==> config.mk <==
export PLATFORM = sky130hd
export DESIGN_NAME = lcd_scanline_mode_timer
export DESIGN_NICKNAME = d
export VERILOG_FILES = /design/src/hdl/lcdt_pkg.sv /design/src/hdl/lcdt_step.sv /design/src/hdl/lcd_scanline_mode_timer.sv
export SDC_FILE = /design/constraint.sdc
export NUM_CORES = 1
export LEC_CHECK = 0
export BUFFER_PORTS_ARGS = -buffer_cell sky130_fd_sc_hd__buf_2
export CAP_MARGIN = 20
export CORE_ASPECT_RATIO = 0.5
export CORE_MARGIN = 5
export CORE_UTILIZATION = 65
export CTS_CLUSTER_SIZE = 10
export DETAILED_ROUTE_END_ITERATION = 16
export PLACE_DENSITY = 0.91
export SYNTH_ARGS = -nofsm -noshare
export SYNTH_HDL_FRONTEND = slang
export SYNTH_SLANG_ARGS = --single-unit
==> constraint.sdc <==
create_clock -name aclk -period 7.8 [get_ports aclk]
set_input_delay 1.56 -clock aclk [delete_from_list [all_inputs] [get_ports aclk]]
set_output_delay 1.56 -clock aclk [all_outputs]
set_load 0.005 [all_outputs]
==> src/hdl/lcdt_pkg.sv <==
// Shared types and timing constants of the scanline mode timer.
// Used by lcdt_step and lcd_scanline_mode_timer; depends on nothing else.
package lcdt_pkg;

    // Mode lengths in clock cycles.
    localparam int SEARCH_CLOCKS      = 80;
    localparam int TRANSFER_CLOCKS    = 172;
    localparam int HBLANK_CLOCKS      = 204;
    localparam int VBLANK_LINE_CLOCKS = 456;

    localparam int CYCLES_W = 7;
    localparam int ACCUM_W  = 10;
    localparam int LINE_W   = 8;
    localparam int IRQ_EN_W = 4;

    // Largest elapsed count taken per beat; more saturates.
    localparam logic [CYCLES_W-1:0] CYCLES_MAX = 7'd80;

    localparam logic [LINE_W-1:0] LINE_VBLANK_START = 8'd144;
    localparam logic [LINE_W-1:0] LINE_WRAP         = 8'd154;

    // Bits of the interrupt enable register.
    localparam int IRQ_HBLANK = 0;
    localparam int IRQ_VBLANK = 1;
    localparam int IRQ_SEARCH = 2;
    localparam int IRQ_MATCH  = 3;

    // Configuration register indexes.
    localparam logic [1:0] REG_LINE_COMPARE = 2'd0;
    localparam logic [1:0] REG_IRQ_ENABLES  = 2'd1;

    typedef enum logic [1:0] {
        MODE_HBLANK   = 2'd0,
        MODE_VBLANK   = 2'd1,
        MODE_SEARCH   = 2'd2,
        MODE_TRANSFER = 2'd3
    } mode_t;

    // Timer state carried from beat to beat.
    typedef struct packed {
        logic [ACCUM_W-1:0] accum;
        mode_t              cur_mode;
        logic [LINE_W-1:0]  line;
        mode_t              rep_mode;
        logic               match;
        mode_t              last_mode;
        logic               prev_match;
    } timer_state_t;

    // One result beat.
    typedef struct packed {
        logic              object_scan;
        logic              line_done;
        logic              status_irq;
        logic              frame_irq;
        logic              coincidence;
        logic [LINE_W-1:0] line;
        mode_t             mode;
    } result_t;

endpackage

==> src/hdl/lcdt_step.sv <==
// Combinational step of the scanline mode timer: one beat's update.
// Depends on lcdt_pkg.
module lcdt_step
    import lcdt_pkg::*;
(
    input  logic [CYCLES_W-1:0] cycles,
    input  logic [LINE_W-1:0]   line_compare,
    input  logic [IRQ_EN_W-1:0] irq_enables,
    input  timer_state_t        state_cur,
    output timer_state_t        state_next,
    output result_t             result
);

    logic [CYCLES_W-1:0] sat;
    logic [ACCUM_W-1:0]  acc;
    logic [LINE_W-1:0]   line_inc;
    logic                changed;
    logic                hit;
    logic                req;
    logic                frame;
    logic                done;
    logic                scan;

    assign sat      = (cycles > CYCLES_MAX) ? CYCLES_MAX : cycles;
    assign acc      = state_cur.accum + {{(ACCUM_W-CYCLES_W){1'b0}}, sat};
    assign line_inc = state_cur.line + 8'd1;

    // Mode sequencing: at most one mode change per beat.
    always_comb begin
        state_next = state_cur;
        state_next.accum = acc;
        changed = 1'b0;
        frame   = 1'b0;
        done    = 1'b0;
        scan    = 1'b0;
        unique case (state_cur.cur_mode)
            MODE_SEARCH: begin
                scan = 1'b1;
                if (acc >= ACCUM_W'(SEARCH_CLOCKS)) begin
                    state_next.accum    = acc - ACCUM_W'(SEARCH_CLOCKS);
                    state_next.cur_mode = MODE_TRANSFER;
                    changed = 1'b1;
                end
            end
            MODE_TRANSFER: begin
                if (acc >= ACCUM_W'(TRANSFER_CLOCKS)) begin
                    state_next.accum    = acc - ACCUM_W'(TRANSFER_CLOCKS);
                    state_next.cur_mode = MODE_HBLANK;
                    changed = 1'b1;
                    done    = 1'b1;
                end
            end
            MODE_HBLANK: begin
                if (acc >= ACCUM_W'(HBLANK_CLOCKS)) begin
                    state_next.accum = acc - ACCUM_W'(HBLANK_CLOCKS);
                    state_next.line  = line_inc;
                    changed = 1'b1;
                    if (line_inc == LINE_VBLANK_START) begin
                        state_next.cur_mode = MODE_VBLANK;
                        frame = 1'b1;
                    end else begin
                        state_next.cur_mode = MODE_SEARCH;
                    end
                end
            end
            MODE_VBLANK: begin
                if (acc >= ACCUM_W'(VBLANK_LINE_CLOCKS)) begin
                    state_next.accum = acc - ACCUM_W'(VBLANK_LINE_CLOCKS);
                    state_next.line  = line_inc;
                    // Only the wrap back to line zero counts as a mode change.
                    if (line_inc == LINE_WRAP) begin
                        state_next.line     = '0;
                        state_next.cur_mode = MODE_SEARCH;
                        changed = 1'b1;
                    end
                end
            end
            default: begin
                state_next = state_cur;
            end
        endcase

        // Status latch and interrupt request on a mode change.
        hit = (state_next.line == line_compare);
        req = 1'b0;
        if (changed) begin
            state_next.rep_mode   = state_next.cur_mode;
            state_next.match      = hit;
            state_next.last_mode  = state_next.cur_mode;
            state_next.prev_match = hit;
            if (state_next.cur_mode != state_cur.last_mode) begin
                if (state_next.cur_mode == MODE_HBLANK && irq_enables[IRQ_HBLANK])
                    req = 1'b1;
                if (state_next.cur_mode == MODE_VBLANK && irq_enables[IRQ_VBLANK])
                    req = 1'b1;
                if (state_next.cur_mode == MODE_SEARCH && irq_enables[IRQ_SEARCH])
                    req = 1'b1;
            end
            if (hit && !state_cur.prev_match && irq_enables[IRQ_MATCH])
                req = 1'b1;
        end
    end

    // Result of this beat.
    always_comb begin
        result.mode        = state_next.rep_mode;
        result.line        = state_next.line;
        result.coincidence = state_next.match;
        result.frame_irq   = frame;
        result.status_irq  = req;
        result.line_done   = done;
        result.object_scan = scan;
    end

endmodule

==> src/hdl/lcd_scanline_mode_timer.sv <==
// Top level of the scanline mode timer: stream ports, input and result registers.
// Depends on lcdt_pkg and lcdt_step.

// Each input beat carries the clock cycles elapsed since the previous beat
// (saturated at 80) and yields exactly one result beat with the reported mode,
// the line counter, the coincidence flag and the frame, status and line-done
// pulses. The block takes one beat per clock while m_tready stays high: a beat
// is held in the input register, then the step logic updates the timer state and
// the result register from it. Register writes through cfg_wr_en take effect on
// the next mode change and are meant for when no beat is in flight.
module lcd_scanline_mode_timer
    import lcdt_pkg::*;
(
    input  logic        aclk,
    input  logic        aresetn,
    // Configuration write port.
    input  logic        cfg_wr_en,
    input  logic [1:0]  cfg_addr,
    input  logic [7:0]  cfg_wdata,
    // Input stream.
    input  logic        s_tvalid,
    output logic        s_tready,
    input  logic [7:0]  s_tdata,   // [6:0] cycles
    // Result stream.
    output logic        m_tvalid,
    input  logic        m_tready,
    output logic [15:0] m_tdata    // [1:0] mode, [9:2] line, [10] coincidence,
                                   // [11] frame_irq, [12] status_irq,
                                   // [13] line_done, [14] object_scan
);

    logic [LINE_W-1:0]   line_compare_reg;
    logic [IRQ_EN_W-1:0] irq_enables_reg;
    logic                in_valid_reg;
    logic [CYCLES_W-1:0] in_cycles_reg;
    logic                out_valid_reg;
    result_t             out_data_reg;
    timer_state_t        state_reg;
    timer_state_t        state_next;
    result_t             result_next;
    logic                advance;

    // A held beat moves on whenever the result register is free or drains.
    assign advance  = in_valid_reg && (!out_valid_reg || m_tready);
    assign s_tready = !in_valid_reg || advance;

    lcdt_step u_step (
        .cycles       (in_cycles_reg),
        .line_compare (line_compare_reg),
        .irq_enables  (irq_enables_reg),
        .state_cur    (state_reg),
        .state_next   (state_next),
        .result       (result_next)
    );

    // Configuration registers.
    always_ff @(posedge aclk) begin
        if (!aresetn) begin
            line_compare_reg <= '0;
            irq_enables_reg  <= '0;
        end else if (cfg_wr_en) begin
            if (cfg_addr == REG_LINE_COMPARE)
                line_compare_reg <= cfg_wdata[LINE_W-1:0];
            else if (cfg_addr == REG_IRQ_ENABLES)
                irq_enables_reg <= cfg_wdata[IRQ_EN_W-1:0];
        end
    end

    // Input register.
    always_ff @(posedge aclk) begin
        if (!aresetn) begin
            in_valid_reg <= 1'b0;
        end else if (s_tready) begin
            in_valid_reg <= s_tvalid;
        end
    end

    always_ff @(posedge aclk) begin
        if (s_tready && s_tvalid) begin
            in_cycles_reg <= s_tdata[CYCLES_W-1:0];
        end
    end

    // Timer state advances once per beat.
    always_ff @(posedge aclk) begin
        if (!aresetn) begin
            state_reg.accum      <= '0;
            state_reg.cur_mode   <= MODE_SEARCH;
            state_reg.line       <= '0;
            state_reg.rep_mode   <= MODE_VBLANK;
            state_reg.match      <= 1'b1;
            state_reg.last_mode  <= MODE_HBLANK;
            state_reg.prev_match <= 1'b0;
        end else if (advance) begin
            state_reg <= state_next;
        end
    end

    // Result register.
    always_ff @(posedge aclk) begin
        if (!aresetn) begin
            out_valid_reg <= 1'b0;
        end else if (advance) begin
            out_valid_reg <= 1'b1;
        end else if (m_tready) begin
            out_valid_reg <= 1'b0;
        end
    end

    always_ff @(posedge aclk) begin
        if (advance) begin
            out_data_reg <= result_next;
        end
    end

    assign m_tvalid = out_valid_reg;
    assign m_tdata  = {1'b0, out_data_reg};

endmodule
==> results.ini, run 1 <==
[floorplanning]
die_h_um = 67.6
core_area_um2 = 6570
initial_core_util_pct = 65.6
design.die.area_um2 = 8460
io_pins = 41
row_count = 21
die_x_um = 125

[cells_and_area]
diodes = 0
drive_above_1_share_pct = 15.9
fill_cells = 474
largest_reg_flops = 26
synthToLayoutAreaGrowth_pct = 11.7
final-seq-area_um2 = 1460
multi_input_area_um2 = 2690
fin_nets = 561

[route]
drc = 0
vias_per_cell = 6.32
drt_iter0_drc = 377
firstDrtPassIters = 5
num_vias = 3884
drt_wl_total_um = 10600
drtAntennaViolNets = 0
wire_per_inst_um = 17.2

[global_route]
grt_pass1_wl_um = 17300
grt-ovfl-total = 0
grt_max_degree = 41
grt_pass1_vias = 3565
grt_usage_pct = 25.7
antenna_found_initial = 0

[outcome]
outcome = finished, final reports clean

[pwr]
p_per_area_nw_per_um2 = 222
leakagePower_nw = 1.93
p_total_w = 0.00107
vdd.ir_drop.worst_uv = 137

[timing]
tns_ns = 0
setup_viol_count_final = 0
rsz0062_at_grt = false
min_period_ns = 5.65
timing.fmax_mhz = 177
hold_viol = 0
skew_ns = 0.00664
slew_violations = 0
slew_headroom_pct = 31.2
worstMarginPinSlew_ns = 1.03
min_period_over_period_pct = 72.4

[clock_network]
htree_levels = 3
cts_resized = 0
post_cts_buffers = 0
cts_root_buffer = clkbuf_16
clk_latency_ns = 0.34
cts.clk_slew.worst_paths_ns = 0.05
cts-hold-fix-buffers = 0
cts_buffers = 9
numClockSinks = 62
cts_tree = done
cts_buffer_depth = 2

[setup_path]
critPathKind = reg -> reg
crit_path_start_kind = register
crit_path_max_fanout = 7
worstPathArrival_ns = 5.84
cp-end-kind = register
cp.required_ns = 7.99

[synthesis]
syn_inst = 489
yosysWarningCount = 0
synthArstFlopShare_pct = 0
ys_seq_area_share_pct = 33.9
synth_nets = 532
synth_seq_cells = 62
synthesis.area_um2 = 4310
synth_edf_count = 22
avgSynthCellArea_um2 = 8.82
synth_flop_cell = dfxtp_1
synth_cell_types = 78

[worst_hold_path]
min_path_type = reg -> reg

[placement]
place_congestion = 0.906
dp_hpwl_um = 7240
io_buffers = 38

[flow_run]
drv_cap = 0

-- worst max-delay path, stage by stage (launching register included) --
cell and delay (ns):
edfxtp_1 0.40, o21ai_0 0.37, and2_1 0.19, ha_1 0.20
inv_1 0.07, fa_1 0.41, nor2b_1 0.22, o21a_1 0.16
o21a_1 0.14, nor2_1 0.11, inv_1 0.24, ha_1 0.31
or4b_1 0.49, nand4_1 0.13, o21a_1 0.24, a211oi_1 0.21
nor3_1 0.56, a21boi_0 0.28, a2111oi_4 0.38, o2111ai_2 0.21
o21ai_1 0.19
-- routing by layer --
layer	track usage, %	share of wire (%)
met5	0	0
met4	7.97	2.2
met1	32.2	42
met2	45.2	47
met3	6.08	8.7
-- through the flow --
stage               instances  hold slack (ns)  area [µm²]  setup WS (ns)  utilization, %
finish                    615            0.470        4820           2.15            73.3
global route              615            0.494        4820           1.63            73.3
CTS                       612            0.473        4790           2.20            73.0
detailed placement        596            0.462        4520           2.25            68.8
global placement          596            0.451        4520           2.35            68.8
floorplan                 489            0.435        4310           3.07               -
-- Yosys cell counts, types with 3 or more instances --
library cell  number  area share [%]
nand3b_1           6             1.0
xor2_1             6             1.2
o221ai_1           3            0.61
dfxtp_1           40              19
nand3_1           14             1.6
nor2b_1           17             2.5
mux2i_1           14             3.3
nand2_1           46             4.0
nand2b_1           8             1.2
ha_1              19             5.5
nand4_1            3            0.44
a21o_1             6             1.0
edfxtp_1          22              15
o21ai_0           25             2.9
or2_2              5            0.73
xnor2_1           17             3.5
or3_1              4            0.58
a21boi_0           6             1.0
a211o_1            3            0.61
o31ai_1            5            0.87
inv_1             15             1.3
o211a_1            6             1.4
a21oi_1           20             2.3
and3_1             3            0.44
o22ai_1            3            0.44
nor3_1            12             1.4
and2_1            14             2.0
o211ai_1           5            0.87
buf_1              3            0.26
a211oi_1           8             1.4
nor2_1            46             4.0
mux2_2             4             1.0
clkbuf_1          17             1.5
nor3b_1            5            0.87
o21a_1             7             1.2
-- layout make-up --
type	count	share of cell area, %
clock inverters	3	0.442
well taps	92	2.39
clock buffers	13	5.19
inverters	16	1.25
multi-input cells	387	55.8
repair buffers	42	4.62
flip-flops and latches	62	30.3
-- where the power goes --
group          switching, W  leakage, nW  internal [W]
logic              0.000199         1.26      0.000127
registers         0.0000206        0.536      0.000359
clock network      0.000139        0.130      0.000224
total              0.000360         1.93      0.000710
-- worst paths after layout --
check / slack (ns) / startpoint / depth (start not counted) / end
hold / removal: 0.47 / state_reg[5]$_SDFFE_PN0P_ / 2 / state_reg[5]$_SDFFE_PN0P_
setup reg to reg: 2.15 / in_cycles_reg[5]$_DFFE_PP_ / 20 / m_tdata[10]$_DFFE_PP_
setup / recovery: 2.15 / in_cycles_reg[5]$_DFFE_PP_ / 20 / m_tdata[10]$_DFFE_PP_
hold reg to reg: 0.47 / state_reg[5]$_SDFFE_PN0P_ / 2 / state_reg[5]$_SDFFE_PN0P_
-- kinds of logic (layout without fill, tap and decap cells) --
| group | after synthesis | after routing | synth area share, % |
|---|---|---|---|
| simple gates | 194 | 194 | 23.0 |
| compound gates | 127 | 127 | 22.5 |
| flops | 62 | 62 | 33.9 |
| buf+inv | 40 | 74 | 3.80 |
| xor+xnor | 24 | 24 | 5.05 |
| mux | 21 | 21 | 5.69 |
| fa+ha+maj | 20 | 20 | 5.98 |
| other cells | 1 | 1 | 0.0870 |
-- placed cells by master (no fill, tap or decap), types with 14 or more instances in the layout --
| cell type | synthesis | layout |
|---|---|---|
| a21oi_1 | 20 | 20 |
| xnor2_1 | 17 | 17 |
| ha_1 | 19 | 19 |
| buf_2 | 2 | 38 |
| nand2_1 | 46 | 46 |
| dfxtp_1 | 40 | 40 |
| nor2b_1 | 17 | 17 |
| mux2i_1 | 14 | 14 |
| nor2_1 | 46 | 46 |
| edfxtp_1 | 22 | 22 |
| nand3_1 | 14 | 14 |
| inv_1 | 15 | 15 |
| and2_1 | 14 | 14 |
| o21ai_0 | 25 | 25 |
No activity file was read; power rests on OpenSTA's default activity.
==> run 2: changes to the inputs <==
ABC_AREA = 1   (was unset)
CORE_UTILIZATION = 54   (was 65)
PLACE_DENSITY = 0.82   (was 0.91)
clock period = 4.95 ns   (was 7.8 ns; I/O delays follow)
==> run 2 against run 1 <==
Effect of this change:
- first-iteration DRC count grew 21%
- total power increased by 62%
- die area grew 19%
- area after synthesis grew 0.64%
- highest routed layer unchanged
- critical path type unchanged
- largest power group is now the clock network
- routed wire length rose by 2.5%
- critical endpoint is now m_tdata[12]$_SDFFCE_PP0P_
==> results.ini, run 2 <==
[cells_and_area]
largest_reg_flops = 26
final_cell_mix = nand2_1, inv_1, nand3_1, o21ai_0, a21oi_1
synthToLayoutAreaGrowth_pct = 14.2
layout_commonest_cell = nand2_1
drive_above_1_share_pct = 15.4
postLayoutCoreUtil_pct = 62.6
fin_nets = 707
diodes = 0
fill_cells = 729

[setup_path]
cp-end-kind = register
crit_path_start_kind = register
r2r_start = in_cycles_reg[3]$_DFFE_PP_
reg2reg_slack_ns = 0.44
critPathLaunch = in_cycles_reg[3]$_DFFE_PP_
crit_path_frequent_cell = nand3_1
critPathKind = reg -> reg
cp.required_ns = 5.14
worstPathArrival_ns = 4.70
reg2reg_depth = 27
critPathMaxStageDelay_ns = 0.43
critical_path.slowest_cell = fa_1
crit_path_max_fanout = 10

[route]
firstDrtPassIters = 5
drt_wl_total_um = 10800
vias_per_cell = 5.35
drc = 0
drtAntennaViolNets = 0
wire_per_inst_um = 13.9
num_vias = 4178
drt_iter0_drc = 455

[outcome]
outcome = finished, final reports clean

[timing]
slew_violations = 0
min_period_over_period_pct = 91.1
slew_headroom_pct = 30.9
timing.fmax_mhz = 222
worst_slack_ns = 0.441
min_period_ns = 4.51
tns_ns = 0
setup_viol_count_final = 0
worstMarginPinSlew_ns = 1.03
skew_ns = 0.00690
hold_viol = 0

[pwr]
p_total_w = 0.00173
p_per_area_nw_per_um2 = 350
leakagePower_nw = 2.44
vdd.ir_drop.worst_uv = 207

[synthesis]
ys_seq_area_share_pct = 33.7
synth_flop_cell = dfxtp_1
synth_seq_cells = 62
synth_edf_count = 22
yosys.area.top_type = dfxtp_1
syn_inst = 624
synth_cell_types = 42
synth_nets = 667
synth.most_common_cell = nand2_1
synth_top_cell_area_share_pct = 18.5
synthesis.area_um2 = 4340
yosysWarningCount = 0
synthTopCellsByArea = dfxtp_1, edfxtp_1, nand2_1, inv_1, nand3_1
netlist_top_cells_count = nand2_1, inv_1, nand3_1
synthArstFlopShare_pct = 0
avgSynthCellArea_um2 = 6.95

[clock_network]
cts.clk_slew.worst_paths_ns = 0.05
cts_root_buffer = clkbuf_16
post_cts_buffers = 0
htree_levels = 3
cts_buffer_depth = 2
cts_buffers = 9
numClockSinks = 62
cts_tree = done
clk_latency_ns = 0.34

[floorplanning]
die_x_um = 137
core_area_um2 = 7910
io_pins = 41
row_count = 23
initial_core_util_pct = 54.8
design.die.area_um2 = 10000
die_h_um = 73.4

[placement]
io_buffers = 38
dp_hpwl_um = 8050
place_congestion = 0.950
pre_cts_ws_ns = 0.468

[global_route]
grt_pass1_wl_um = 17900
grt_max_degree = 28
grt_usage_pct = 22.7
grt-ovfl-total = 0
grt_pass1_vias = 3746
antenna_found_initial = 0

[worst_hold_path]
min_from = irq_enables_reg[2]$_SDFFE_PN0P_
hold_depth = 2
min_path_type = reg -> reg

[flow_run]
drv_cap = 0

-- run 2: changes by cell type in the layout (fill, tap and decap cells not counted), sizes merged, moves of 8 or more --
cell,previous run,this run
xnor2,18,3
o21ai,27,54
nand2,47,168
and2,14,0
inv,15,103
nand4,3,12
a21oi,21,45
mux2i,14,0
nand3,14,59
nor2b,17,0
nor3,12,2
nand2b,8,0
a211oi,10,2
-- run 2: area by class of cell --
class	instances	area [µm²]	area share [%]
timing repair buffer	44	235	4.75
tap	112	140	2.83
clock buffer	14	297	5.98
clock inverter	2	10.0	0.202
inverter	103	392	7.90
sequential	62	1460	29.5
multi-input combinational	444	2420	48.9
-- run 2: path summary, 6_finish.rpt --
path	end
max reg2reg	m_tdata[12]$_SDFFCE_PP0P_
min	irq_enables_reg[2]$_SDFFE_PN0P_
max	m_tdata[12]$_SDFFCE_PP0P_
min reg2reg	irq_enables_reg[2]$_SDFFE_PN0P_
-- run 2: worst max-delay path: cells and delay by family (launching register included) --
kind	cells	cell delay [ns]
simple gates	15	1.93
fa+ha+maj	3	0.84
compound gates	4	0.77
flops	1	0.39
buf+inv	4	0.30
xor+xnor	1	0.15
-- run 2: per-stage QoR --
stage / std cells / cell area [µm²] / hold WS (ns)
after detailed placement: 765 / 4640 / 0.448
after floorplan: 624 / 4340 / 0.420
after global routing: 781 / 4960 / 0.477
after global placement: 765 / 4640 / 0.438
after CTS: 781 / 4940 / 0.456
final: 781 / 4960 / 0.452
-- run 2: kinds of logic (layout without fill, tap and decap cells) --
group,count (synthesis),count (layout),synth area share (%)
fa+ha+maj,20,20,5.94
other cells,1,1,0.0864
simple gates,291,291,31.4
buf+inv,118,163,10.8
xor+xnor,15,15,3.03
flops,62,62,33.7
compound gates,117,117,15.1
-- run 2: metal layers --
metal  GRT usage, %  vias to the layer above  wire [µm]
met3           4.86                       11        927
li1               -                     2119          -
met1           30.4                     1872       4930
met5              0                        -          0
met4           5.86                        0        126
met2           37.8                      176       4830
-- run 2: what timing repair did --
action	CTS	global route
gates resized for setup	0	3
endpoints found under the setup margin	0	4
hold buffers	0	0
-- run 2: power by group --
part / switching, W / leakage (nW) / internal, W
Clock: 0.000224 / 0.153 / 0.000412
Combinational: 0.000335 / 1.75 / 0.000165
Sequential: 0.0000251 / 0.540 / 0.000572
Total: 0.000585 / 2.44 / 0.00115
==> run 3: changes to the inputs <==
BUFFER_PORTS_ARGS = unset   (was -buffer_cell sky130_fd_sc_hd__buf_2)
CORE_UTILIZATION = 58   (was 54)
DONT_BUFFER_PORTS = 1   (was unset)
PLACE_DENSITY = 0.81   (was 0.82)
==> run 3 against run 2 <==
Effect of this change:
- global-route usage rose by 0.15 points
- critical path depth increased by 2
- die area is 6.2% lower
- clock power shrank 3%
- utilization increased by 2.1 points
- clock-buffer cell count down 4
- register-to-register slack got worse by 0.02 ns
- via count is 2.8% lower
==> results.ini, run 3 (same netlist as run 2, synthesis figures left out) <==
[outcome]
outcome = finished, final reports clean

[clock_network]
cts_root_buffer = clkbuf_16
cts.clk_slew.worst_paths_ns = 0.05
numClockSinks = 62
htree_levels = 3
cts_tree = done
cts_buffer_depth = 2
clk_latency_ns = 0.34
cts_buffers = 9
cts-hold-fix-buffers = 0

[route]
drtAntennaViolNets = 0
drt_iter0_drc = 442
firstDrtPassIters = 5
num_vias = 4061
drc = 0
vias_per_cell = 5.59
drt_wl_total_um = 10600
wire_per_inst_um = 14.6

[setup_path]
cp.required_ns = 5.14
cp-end-kind = register
critPathMaxStageDelay_ns = 0.40
crit_path_frequent_cell = inv_1
critical_path.slowest_cell = fa_1
worstPathArrival_ns = 4.72
critPathTopFamily = simple AND/OR/NAND/NOR gates
critPathBufInv = 6
crit_path_max_fanout = 13
crit_path_start_kind = register
critPathKind = reg -> reg

[floorplanning]
design.die.area_um2 = 9420
core_area_um2 = 7290
initial_core_util_pct = 59.5
row_count = 22
io_pins = 41
die_x_um = 132
die_h_um = 71.2

[global_route]
antenna_found_initial = 0
grt-ovfl-total = 0
grt_pass1_wl_um = 17500
grt_pass1_vias = 3658
grt_max_degree = 28
grt_usage_pct = 22.9

[cells_and_area]
stdcell_count = 727
fill_cells = 648
fin_nets = 670
drive_above_1_share_pct = 9.98
final_cell_mix = nand2_1, inv_1, nand3_1, o21ai_0, a21oi_1
largest_reg_flops = 26
synthToLayoutAreaGrowth_pct = 8.88
layout_commonest_cell = nand2_1
diodes = 0

[timing]
skew_ns = 0.00610
worst_slack_ns = 0.423
slew_headroom_pct = 32.6
tns_ns = 0
holdWs_ns = 0.448
slew_violations = 0
timing.fmax_mhz = 221
worstMarginPinSlew_ns = 1.01
rsz0062_at_grt = false
setup_viol_count_final = 0
min_period_ns = 4.53
hold_viol = 0
min_period_over_period_pct = 91.5

[placement]
dp_cells = 708
pre_cts_ws_ns = 0.327
dp_hpwl_um = 7670
place_congestion = 0.924
io_buffers = 0

[pwr]
pwr-share-clk_pct = 36.5
p_switching_w = 0.000575
comb_power_share_pct = 28.2
vdd.ir_drop.worst_uv = 237
p_int_w = 0.00112
p_per_area_nw_per_um2 = 359
swShare_pct = 33.9
leakagePower_nw = 2.27
p_seq_share_pct = 35.4

[flow_run]
drv_cap = 0

[worst_hold_path]
min_path_type = reg -> reg

## run 3: changes by cell type in the layout (fill, tap and decap cells not counted), sizes merged
cell	delta
clkinvlp	+1
clkbuf	-4
clkinv	+1
bufinv	+1
buf	-37
## run 3: what timing repair did
item | in CTS | in global routing
resized for setup | 0 | 1
buffers inserted | 0 | 4
endpoints found under the setup margin | 0 | 3
## run 3: worst register-to-register path: cells and delay by family (launching register included)
family / cells / cell delay, ns
adder cells (fa/ha/maj): 3 / 0.80
AO/OA/AOI/OAI: 4 / 0.49
AND/OR/NAND/NOR: 15 / 1.95
flip-flops: 1 / 0.37
XOR/XNOR: 1 / 0.08
buffers and inverters: 6 / 0.70
## run 3: cell type report
class,count,area [µm²],share of cell area [%]
Clock buffer,10,239,5.06
Tap cell,96,120,2.54
Clock inverter,5,50.0,1.06
Inverter,103,392,8.29
Sequential cell,62,1460,30.9
Multi-Input combinational cell,444,2410,51.0
Timing Repair Buffer,7,52.6,1.11
## run 3: path summary, 6_finish.rpt
check / from / to / slack [ns] / cells after the start
max: in_cycles_reg[3]$_DFFE_PP_ / m_tdata[12]$_SDFFCE_PP0P_ / 0.42 / 29
min: irq_enables_reg[0]$_SDFFE_PN0P_ / irq_enables_reg[0]$_SDFFE_PN0P_ / 0.45 / 2
max reg2reg: in_cycles_reg[3]$_DFFE_PP_ / m_tdata[12]$_SDFFCE_PP0P_ / 0.42 / 29
min reg2reg: irq_enables_reg[0]$_SDFFE_PN0P_ / irq_enables_reg[0]$_SDFFE_PN0P_ / 0.45 / 2
## run 3: stage by stage
step                      util (%)  instance area, µm²  total power, W
after floorplan                  -                4340        0.000972
after global placement        60.4                4410         0.00106
after detailed placement      60.4                4410         0.00107
after CTS                     64.4                4690         0.00169
after global routing          64.8                4720         0.00180
final                         64.8                4720         0.00170
## run 3: power by group through the flow
stage	logic [W]	registers, W	clock network [W]
global route	0.000537	0.000604	0.000655
global placement	0.000450	0.000610	0
finish	0.000478	0.000600	0.000619
CTS	0.000463	0.000600	0.000626
floorplan	0.000371	0.000600	0
detailed placement	0.000457	0.000610	0
## run 3: per-layer routing
metal,routed length (µm),track usage (%)
met5,0,0
met2,4730,35.5
met4,139,6.09
met3,732,6.53
met1,5000,31.5
